===== config.mk =====
export PLATFORM = sky130hd
export DESIGN_NAME = byte_stream_fingerprint
export DESIGN_NICKNAME = d
export VERILOG_FILES = /design/src/sv/bsf_pkg.sv /design/src/sv/bsf_in_stage.sv /design/src/sv/bsf_fold.sv /design/src/sv/bsf_out_stage.sv /design/src/sv/byte_stream_fingerprint.sv
export VERILOG_INCLUDE_DIRS = /design/src /design/src/sv
export SDC_FILE = /design/constraint.sdc
export NUM_CORES = 1
export LEC_CHECK = 0
export BUFFER_PORTS_ARGS = -buffer_cell sky130_fd_sc_hd__buf_2
export CAP_MARGIN = 30
export CORE_MARGIN = 3
export CORE_UTILIZATION = 42
export CTS_BUF_LIST = sky130_fd_sc_hd__clkbuf_8
export CTS_CLUSTER_SIZE = 28
export DETAILED_ROUTE_END_ITERATION = 16
export PLACE_DENSITY_LB_ADDON = 0.2
export SETUP_SLACK_MARGIN = 0.02
export SKIP_CTS_REPAIR_TIMING = 1
export SYNTH_ARGS = -nofsm -noshare
export SYNTH_HDL_FRONTEND = slang
export SYNTH_HIERARCHICAL = 1
export SYNTH_SLANG_ARGS = --single-unit
export TNS_END_PERCENT = 1

===== constraint.sdc =====
create_clock -name clk_i -period 10.2 [get_ports clk_i]
set_clock_uncertainty 0.15 [all_clocks]
set_input_delay 1.02 -clock clk_i [delete_from_list [all_inputs] [get_ports clk_i]]
set_output_delay 1.02 -clock clk_i [all_outputs]
set_load 0.02 [all_outputs]

===== src/sv/byte_stream_fingerprint_defines.svh =====
// assertion macros for the byte stream fingerprint block
`ifndef BYTE_STREAM_FINGERPRINT_DEFINES_SVH
`define BYTE_STREAM_FINGERPRINT_DEFINES_SVH
`ifndef SYNTHESIS
`define BSF_ASSERT(name, prop, msg) \
  name: assert property (@(posedge clk_i) disable iff (!rst_ni) (prop)) else $error(msg);
`define BSF_ASSERT_NEXT(name, pre, post, msg) \
  name: assert property (@(posedge clk_i) disable iff (!rst_ni) (pre) |=> (post)) \
    else $error(msg);
`else
`define BSF_ASSERT(name, prop, msg)
`define BSF_ASSERT_NEXT(name, pre, post, msg)
`endif
`endif


===== src/sv/bsf_pkg.sv =====
// types, constants and hash step for the byte stream fingerprint block
`default_nettype none
package bsf_pkg;

  localparam int unsigned CAPACITY_DEF = 65536;

  localparam logic [63:0] FNV_BASIS = 64'hcbf29ce484222325;

  localparam int unsigned HIST_LEN = 27;
  localparam int unsigned AFF_LEN  = 28;
  localparam int unsigned FRAC_LEN = 17;

  localparam logic [AFF_LEN-1:0][7:0]  AFF_PAT  = {"swingPair_", "affine_coordinates"};
  localparam logic [FRAC_LEN-1:0][7:0] FRAC_PAT = {"crossRatio_", "mobius"};

  typedef enum logic [1:0] {
    ST_ACCEPTED      = 2'd0,
    ST_CAP_REFUSED   = 2'd1,
    ST_EMPTY_REFUSED = 2'd2
  } status_e;

  typedef struct packed {
    logic [7:0] data_byte;
    logic       has_byte;
    logic       is_last;
  } in_word_t;

  typedef struct packed {
    status_e     status;
    logic [16:0] byte_count;
    logic [63:0] content_hash;
    logic        affine_found;
    logic        fractional_found;
  } out_word_t;

  // multiply by the 64-bit prime 2^40 + 0x1b3 as shifts and adds
  function automatic logic [63:0] fnv_mult(input logic [63:0] h);
    fnv_mult = (h << 40) + (h << 8) + (h << 7) + (h << 5) + (h << 4) + (h << 1) + h;
  endfunction

endpackage
`default_nettype wire


===== src/sv/bsf_in_stage.sv =====
// input register of the byte stream fingerprint block
`default_nettype none
module bsf_in_stage
  import bsf_pkg::*;
(
  input  wire logic     clk_i,
  input  wire logic     rst_ni,
  input  wire logic     in_valid_i,
  output logic          in_stall_o,
  input  wire in_word_t in_data_i,
  input  wire logic     take_i,
  output logic          item_valid_o,
  output in_word_t      item_o
);

  logic     valid_q, valid_d;
  in_word_t word_q;
  logic     load;

  assign in_stall_o = valid_q && !take_i;
  assign load       = in_valid_i && !in_stall_o;

  always_comb begin
    valid_d = valid_q;
    if (load) begin
      valid_d = 1'b1;
    end else if (take_i) begin
      valid_d = 1'b0;
    end
  end

  always_ff @(posedge clk_i or negedge rst_ni) begin
    if (!rst_ni) begin
      valid_q <= 1'b0;
    end else begin
      valid_q <= valid_d;
    end
  end

  always_ff @(posedge clk_i) begin
    if (load) begin
      word_q <= in_data_i;
    end
  end

  assign item_valid_o = valid_q;
  assign item_o       = word_q;

endmodule
`default_nettype wire


===== src/sv/bsf_fold.sv =====
// hash, count and pattern state with result forming
`default_nettype none
`include "byte_stream_fingerprint_defines.svh"
module bsf_fold
  import bsf_pkg::*;
#(
  parameter int unsigned CAPACITY = CAPACITY_DEF
) (
  input  wire logic     clk_i,
  input  wire logic     rst_ni,
  input  wire logic     item_valid_i,
  input  wire in_word_t item_i,
  input  wire logic     space_i,
  output logic          take_o,
  output logic          res_valid_o,
  output out_word_t     res_o
);

  localparam int unsigned CNT_W = $clog2(CAPACITY + 1);
  localparam logic [CNT_W-1:0] CapCnt = CNT_W'(CAPACITY);

  logic [63:0]                hash_q, hash_d, hash_n;
  logic [CNT_W-1:0]           cnt_q, cnt_d, cnt_n;
  logic [HIST_LEN-1:0][7:0]   hist_q, hist_d;
  logic                       aff_q, aff_d, aff_n;
  logic                       frac_q, frac_d, frac_n;
  logic [HIST_LEN:0][7:0]     window;
  logic                       accept_byte;

  assign take_o      = item_valid_i && (!item_i.is_last || space_i);
  assign res_valid_o = take_o && item_i.is_last;

  assign accept_byte = item_i.has_byte && (cnt_q != CapCnt);
  // newest byte at index 0
  assign window      = {hist_q, item_i.data_byte};

  always_comb begin
    hash_n = hash_q;
    cnt_n  = cnt_q;
    aff_n  = aff_q;
    frac_n = frac_q;
    if (accept_byte) begin
      hash_n = fnv_mult(hash_q ^ {56'd0, item_i.data_byte});
      cnt_n  = cnt_q + CNT_W'(1);
      aff_n  = aff_q || (window == AFF_PAT);
      frac_n = frac_q || (window[FRAC_LEN-1:0] == FRAC_PAT);
    end
  end

  always_comb begin
    res_o = '0;
    priority if (cnt_n == CapCnt) begin
      res_o.status     = ST_CAP_REFUSED;
      res_o.byte_count = 17'(cnt_n);
    end else if (cnt_n == '0) begin
      res_o.status = ST_EMPTY_REFUSED;
    end else begin
      res_o.status           = ST_ACCEPTED;
      res_o.byte_count       = 17'(cnt_n);
      res_o.content_hash     = hash_n;
      res_o.affine_found     = aff_n;
      res_o.fractional_found = frac_n;
    end
  end

  always_comb begin
    hash_d = hash_q;
    cnt_d  = cnt_q;
    hist_d = hist_q;
    aff_d  = aff_q;
    frac_d = frac_q;
    if (take_o) begin
      if (item_i.is_last) begin
        hash_d = FNV_BASIS;
        cnt_d  = '0;
        hist_d = '0;
        aff_d  = 1'b0;
        frac_d = 1'b0;
      end else begin
        hash_d = hash_n;
        cnt_d  = cnt_n;
        aff_d  = aff_n;
        frac_d = frac_n;
        if (accept_byte) begin
          hist_d = window[HIST_LEN-1:0];
        end
      end
    end
  end

  always_ff @(posedge clk_i or negedge rst_ni) begin
    if (!rst_ni) begin
      hash_q <= FNV_BASIS;
      cnt_q  <= '0;
      hist_q <= '0;
      aff_q  <= 1'b0;
      frac_q <= 1'b0;
    end else begin
      hash_q <= hash_d;
      cnt_q  <= cnt_d;
      hist_q <= hist_d;
      aff_q  <= aff_d;
      frac_q <= frac_d;
    end
  end

  `BSF_ASSERT(a_cnt_bounded, cnt_q <= CapCnt, "byte count above capacity")
  `BSF_ASSERT_NEXT(a_last_clears, res_valid_o, (cnt_q == '0) && (hash_q == FNV_BASIS) && !aff_q && !frac_q, "state not cleared after last word")
  `BSF_ASSERT_NEXT(a_full_holds, (cnt_q == CapCnt) && take_o && !item_i.is_last, $stable(hash_q) && $stable(hist_q), "hash moved after capacity reached")

endmodule
`default_nettype wire


===== src/sv/bsf_out_stage.sv =====
// result register of the byte stream fingerprint block
`default_nettype none
`include "byte_stream_fingerprint_defines.svh"
module bsf_out_stage
  import bsf_pkg::*;
(
  input  wire logic      clk_i,
  input  wire logic      rst_ni,
  input  wire logic      load_i,
  input  wire out_word_t res_i,
  output logic           space_o,
  output logic           out_valid_o,
  input  wire logic      out_stall_i,
  output out_word_t      out_data_o
);

  logic      valid_q, valid_d;
  out_word_t word_q;

  assign space_o = !valid_q || !out_stall_i;

  always_comb begin
    valid_d = valid_q;
    if (load_i) begin
      valid_d = 1'b1;
    end else if (!out_stall_i) begin
      valid_d = 1'b0;
    end
  end

  always_ff @(posedge clk_i or negedge rst_ni) begin
    if (!rst_ni) begin
      valid_q <= 1'b0;
    end else begin
      valid_q <= valid_d;
    end
  end

  always_ff @(posedge clk_i) begin
    if (load_i) begin
      word_q <= res_i;
    end
  end

  assign out_valid_o = valid_q;
  assign out_data_o  = word_q;

  `BSF_ASSERT(a_no_overwrite, !(load_i && valid_q && out_stall_i), "result overwritten while stalled")
  `BSF_ASSERT(a_empty_zero, !(valid_q && (word_q.status == ST_EMPTY_REFUSED)) || ((word_q.byte_count == '0) && (word_q.content_hash == '0)), "empty result carries data")

endmodule
`default_nettype wire


===== src/sv/byte_stream_fingerprint.sv =====
// top level: FNV-1a 64-bit fingerprint of a byte stream with pattern flags
//
//   channel  direction  handshake              word
//   in       input      in_valid_i/in_stall_o  in_word_t  (data_byte, has_byte, is_last)
//   out      output     out_valid_o/out_stall_i out_word_t (status, count, hash, flags)
//
// one byte word per cycle sustained; the hash step is one multiply by the prime as
// shifts and adds between the input register and the state registers
// a result is written to the output register when its last word is taken from the input register
// reset clears both valid bits, hash to the offset basis, count, history and flags
// an output stall holds up only a last word that finds the output register full
`default_nettype none
module byte_stream_fingerprint
  import bsf_pkg::*;
#(
  parameter int unsigned CAPACITY = CAPACITY_DEF
) (
  input  wire logic     clk_i,
  input  wire logic     rst_ni,
  input  wire logic     in_valid_i,
  output logic          in_stall_o,
  input  wire in_word_t in_data_i,
  output logic          out_valid_o,
  input  wire logic     out_stall_i,
  output out_word_t     out_data_o
);

  logic      item_valid;
  in_word_t  item;
  logic      take;
  logic      space;
  logic      res_valid;
  out_word_t res;

  bsf_in_stage u_in_stage (
    .clk_i        (clk_i),
    .rst_ni       (rst_ni),
    .in_valid_i   (in_valid_i),
    .in_stall_o   (in_stall_o),
    .in_data_i    (in_data_i),
    .take_i       (take),
    .item_valid_o (item_valid),
    .item_o       (item)
  );

  bsf_fold #(
    .CAPACITY (CAPACITY)
  ) u_fold (
    .clk_i        (clk_i),
    .rst_ni       (rst_ni),
    .item_valid_i (item_valid),
    .item_i       (item),
    .space_i      (space),
    .take_o       (take),
    .res_valid_o  (res_valid),
    .res_o        (res)
  );

  bsf_out_stage u_out_stage (
    .clk_i       (clk_i),
    .rst_ni      (rst_ni),
    .load_i      (res_valid),
    .res_i       (res),
    .space_o     (space),
    .out_valid_o (out_valid_o),
    .out_stall_i (out_stall_i),
    .out_data_o  (out_data_o)
  );

endmodule
`default_nettype wire

==> flow_metrics.env <==
export IMPL_fmax_mhz=148.6
export IMPL_cp_arrival_ns=6.96
export IMPL_drv_cap=0
export IMPL_worstPathMaxFanout=5
export IMPL_max_stage_delay_ns=0.72
export IMPL_post_place_ws_ns=3.600
export IMPL_ys_warn_count=6
export IMPL_cts_buffer_depth=3
export IMPL_cp_data_required_time_ns=10.43
export IMPL_routed_wl_um=75140
export IMPL_cts_tree="yes"
export IMPL_first_pass_iters=7
export IMPL_outcome="complete, no violations"
export IMPL_clk_latency_ns=0.69
export IMPL_dp_hpwl_um=54560
export IMPL_hold_viol=0
export IMPL_syn_num_nets=2849
export IMPL_netlist_top_cells_area="dfrtp_1, fa_1, edfxtp_1, a22o_1, inv_1"
export IMPL_synth_top_cell_area_share=0.2573
export IMPL_ant_nets=0
export IMPL_start_kind="register"
export IMPL_gp_congestion=0.9227
export IMPL_syn_inst=2478
export IMPL_htree_levels=3
export IMPL_n_fill_cell=5796
export IMPL_cts_clk_slew_worst_paths_ns=0.07
export IMPL_syn2layout_area_growth_pct=11.19
export IMPL_critPathBufInv=2
export IMPL_post_route_cell_area_um2=29520
export IMPL_setup_viol=0
export IMPL_seqCellArea_um2=10420
export IMPL_drt_initial_drc_count=1692
export IMPL_drcViolationCount=0
export IMPL_worstMarginPinSlew_ns=1.133
export IMPL_synth_edf_count=95
export IMPL_clock_sinks=396
export IMPL_async_flop_share=0.7601
export IMPL_core_um2=62170
export IMPL_yosysTopAreaCell="dfrtp_1"
export IMPL_overflow=0
export IMPL_min_period_ns=6.730
export IMPL_antenna_found_initial=2
export IMPL_fin_crit_sh=0.6598
export IMPL_num_io_pins=101
export IMPL_crit_type="reg2reg"
export IMPL_synthFlopType="dfrtp_1"
export IMPL_cp_common_cell="ha_1"
export IMPL_cts_made_buffers=75
export IMPL_tns_ns=0
export IMPL_chipWidth_um=257.4
export IMPL_fp_row_count=91
export IMPL_io_buffer_count=100
export IMPL_initial_core_util=0.4270
export IMPL_num_vias=19280
export IMPL_crit_chain="xor2_1, inv_1, xnor2_1, inv_1, ha_1, or2_2, fa_1, ha_1, ha_1, ha_1, a21oi_1, nand4b_1, a21oi_1, o211ai_1, nand4b_1, nand3_1, or2_2, a211oi_1, mux2i_1, o311ai_1"
export IMPL_syn_area_um2=26550
export IMPL_grt_max_degree=235
export IMPL_ys_types=87
export IMPL_synth_avg_cell_area_um2=10.71
export IMPL_placed_area_um2=27910
export IMPL_r2r_end="u_out_stage/out_data_o[54]"
export IMPL_worstReg2RegStart="u_fold/hash_q[0]"
export IMPL_grt_usage=0.2294
export IMPL_crit_slowest_cell="a211oi_1"
export IMPL_ys_seq_area_frac=0.3925
export IMPL_grt_pass1_wl_um=117700
export IMPL_grt_pass1_vias=19550
export IMPL_hold_class="in2async"
export IMPL_timing_final_ws_setup_ns=3.470
export IMPL_cts_root_buf="clkbuf_8"
export IMPL_r2r_cells=20
export IMPL_dieHeight_um=257.4
export IMPL_drive_gt1_frac=0.1140
export IMPL_multi_input_area_um2=14180
export IMPL_r2r_setup_slack_ns=3.47
export IMPL_nets=2936
export IMPL_rsz0062_at_grt="no"
export IMPL_cpLargestDelayFamily="adder cells"
export IMPL_relSlewSlack=0.2444
export IMPL_drv_slew=0
export IMPL_die_area_um2=66260
export IMPL_wl_per_cell_um=21.71
export IMPL_ys_seq_elements=396
export IMPL_avgViaCountPerCell=5.572
export IMPL_endpoint_kind="register"
==> through the flow <==
stage | hold WS (ns) | instances | utilization
global route | 0.2594 | 3461 | 0.4748
CTS | 0.2221 | 3458 | 0.4739
floorplan | 0.3081 | 2478 | -
global placement | 0.3274 | 3322 | 0.4486
finish | 0.2437 | 3461 | 0.4748
detailed placement | 0.3341 | 3323 | 0.4489
==> cells in the final DEF (no fill, tap or decap), types with 18 or more instances in the layout <==
cell | synthesis | routed
inv_1 | 406 | 428
dfrtp_1 | 273 | 273
fa_1 | 245 | 245
a22o_1 | 225 | 225
nand2_1 | 171 | 171
a21oi_1 | 138 | 137
ha_1 | 112 | 112
nor2_1 | 105 | 104
buf_2 | 15 | 99
edfxtp_1 | 95 | 95
clkbuf_8 | 0 | 93
o21ai_0 | 72 | 72
xnor2_1 | 59 | 59
nand4_1 | 42 | 42
a21o_1 | 36 | 36
xor2_1 | 35 | 35
nand3_1 | 33 | 33
dfstp_2 | 28 | 28
buf_4 | 1 | 20
o22ai_1 | 20 | 20
nand4b_1 | 18 | 18
==> registers in the layout, indices dropped and copies added, names as in the netlist <==
| signal | cells |
|---|---|
| u_out_stage/out_valid_o | 1 |
| u_in_stage/item_o | 10 |
| u_fold/cnt_q | 17 |
| u_out_stage/out_data_o | 85 |
| u_fold/frac_q | 1 |
| u_in_stage/item_valid_o | 1 |
| u_fold/hist_q | 216 |
| u_fold/hash_q | 64 |
| u_fold/aff_q | 1 |
==> layer usage <==
layer / GRT usage / share of wire / up-vias
met1: 0.3441 / 0.47 / 9840
met5: 0 / 0.00017 / -
met3: 0.04252 / 0.067 / 97
met2: 0.3418 / 0.44 / 650
met4: 0.06170 / 0.019 / 2
li1: - / - / 8694
==> cell usage after synthesis (all sizes together), types with 6 or more instances <==
cell type,instances
nor4,18
a21boi,7
nor2,105
nand2,171
xnor2,59
a211oi,10
a31oi,12
a22oi,12
or4,6
a21o,36
nor4bb,6
nand4b,18
a22o,225
nor2b,11
o31ai,7
inv,407
o22ai,20
nor3,19
dfstp,28
edfxtp,95
or3,7
dfrtp,273
nor4b,10
nand3,35
o21a,7
nand2b,7
buf,30
o21bai,10
fa,245
clkbuf,85
a21oi,140
xor2,35
nand4,43
ha,112
o21ai,77
and2,10
and3,9
==> worst max path at each step <==
stage | startpoint | to | slack (ns) | cells past startpoint
after floorplan | u_fold/hash_q[0] | u_out_stage/out_data_o[65] | 4.36 | 22
after global placement | u_fold/hash_q[0] | u_out_stage/out_data_o[65] | 3.69 | 22
after detailed placement | u_fold/hash_q[0] | u_out_stage/out_data_o[65] | 3.60 | 22
after CTS | u_fold/hash_q[0] | u_out_stage/out_data_o[54] | 3.56 | 20
after global routing | u_fold/hash_q[0] | u_out_stage/out_data_o[54] | 3.15 | 20
final | u_fold/hash_q[0] | u_out_stage/out_data_o[54] | 3.47 | 20
==> final cells by class <==
class,instances,area share
clock inverter,42,0.009325
clock buffer,93,0.04336
inverter,408,0.05197
timing repair buffer,125,0.02628
antenna,1,0.00008477
multi-input combinational,1559,0.4805
tap,837,0.03548
sequential,396,0.3530
==> cells by family after synthesis <==
kind of cell               after synthesis  synth area share
AOI/OAI and AO/OA                      602            0.1640
buffers and inverters                  523           0.07508
and+or+nand+nor                        501           0.09789
DFF                                    396            0.3925
adders and majority gates              357            0.2375
xor gates and xnor gates                94           0.03101
muxes                                    5          0.001980
Power is left out: the tool's default activity adds up to more than one toggle a clock period on the data nets, which glitch-free logic cannot reach.
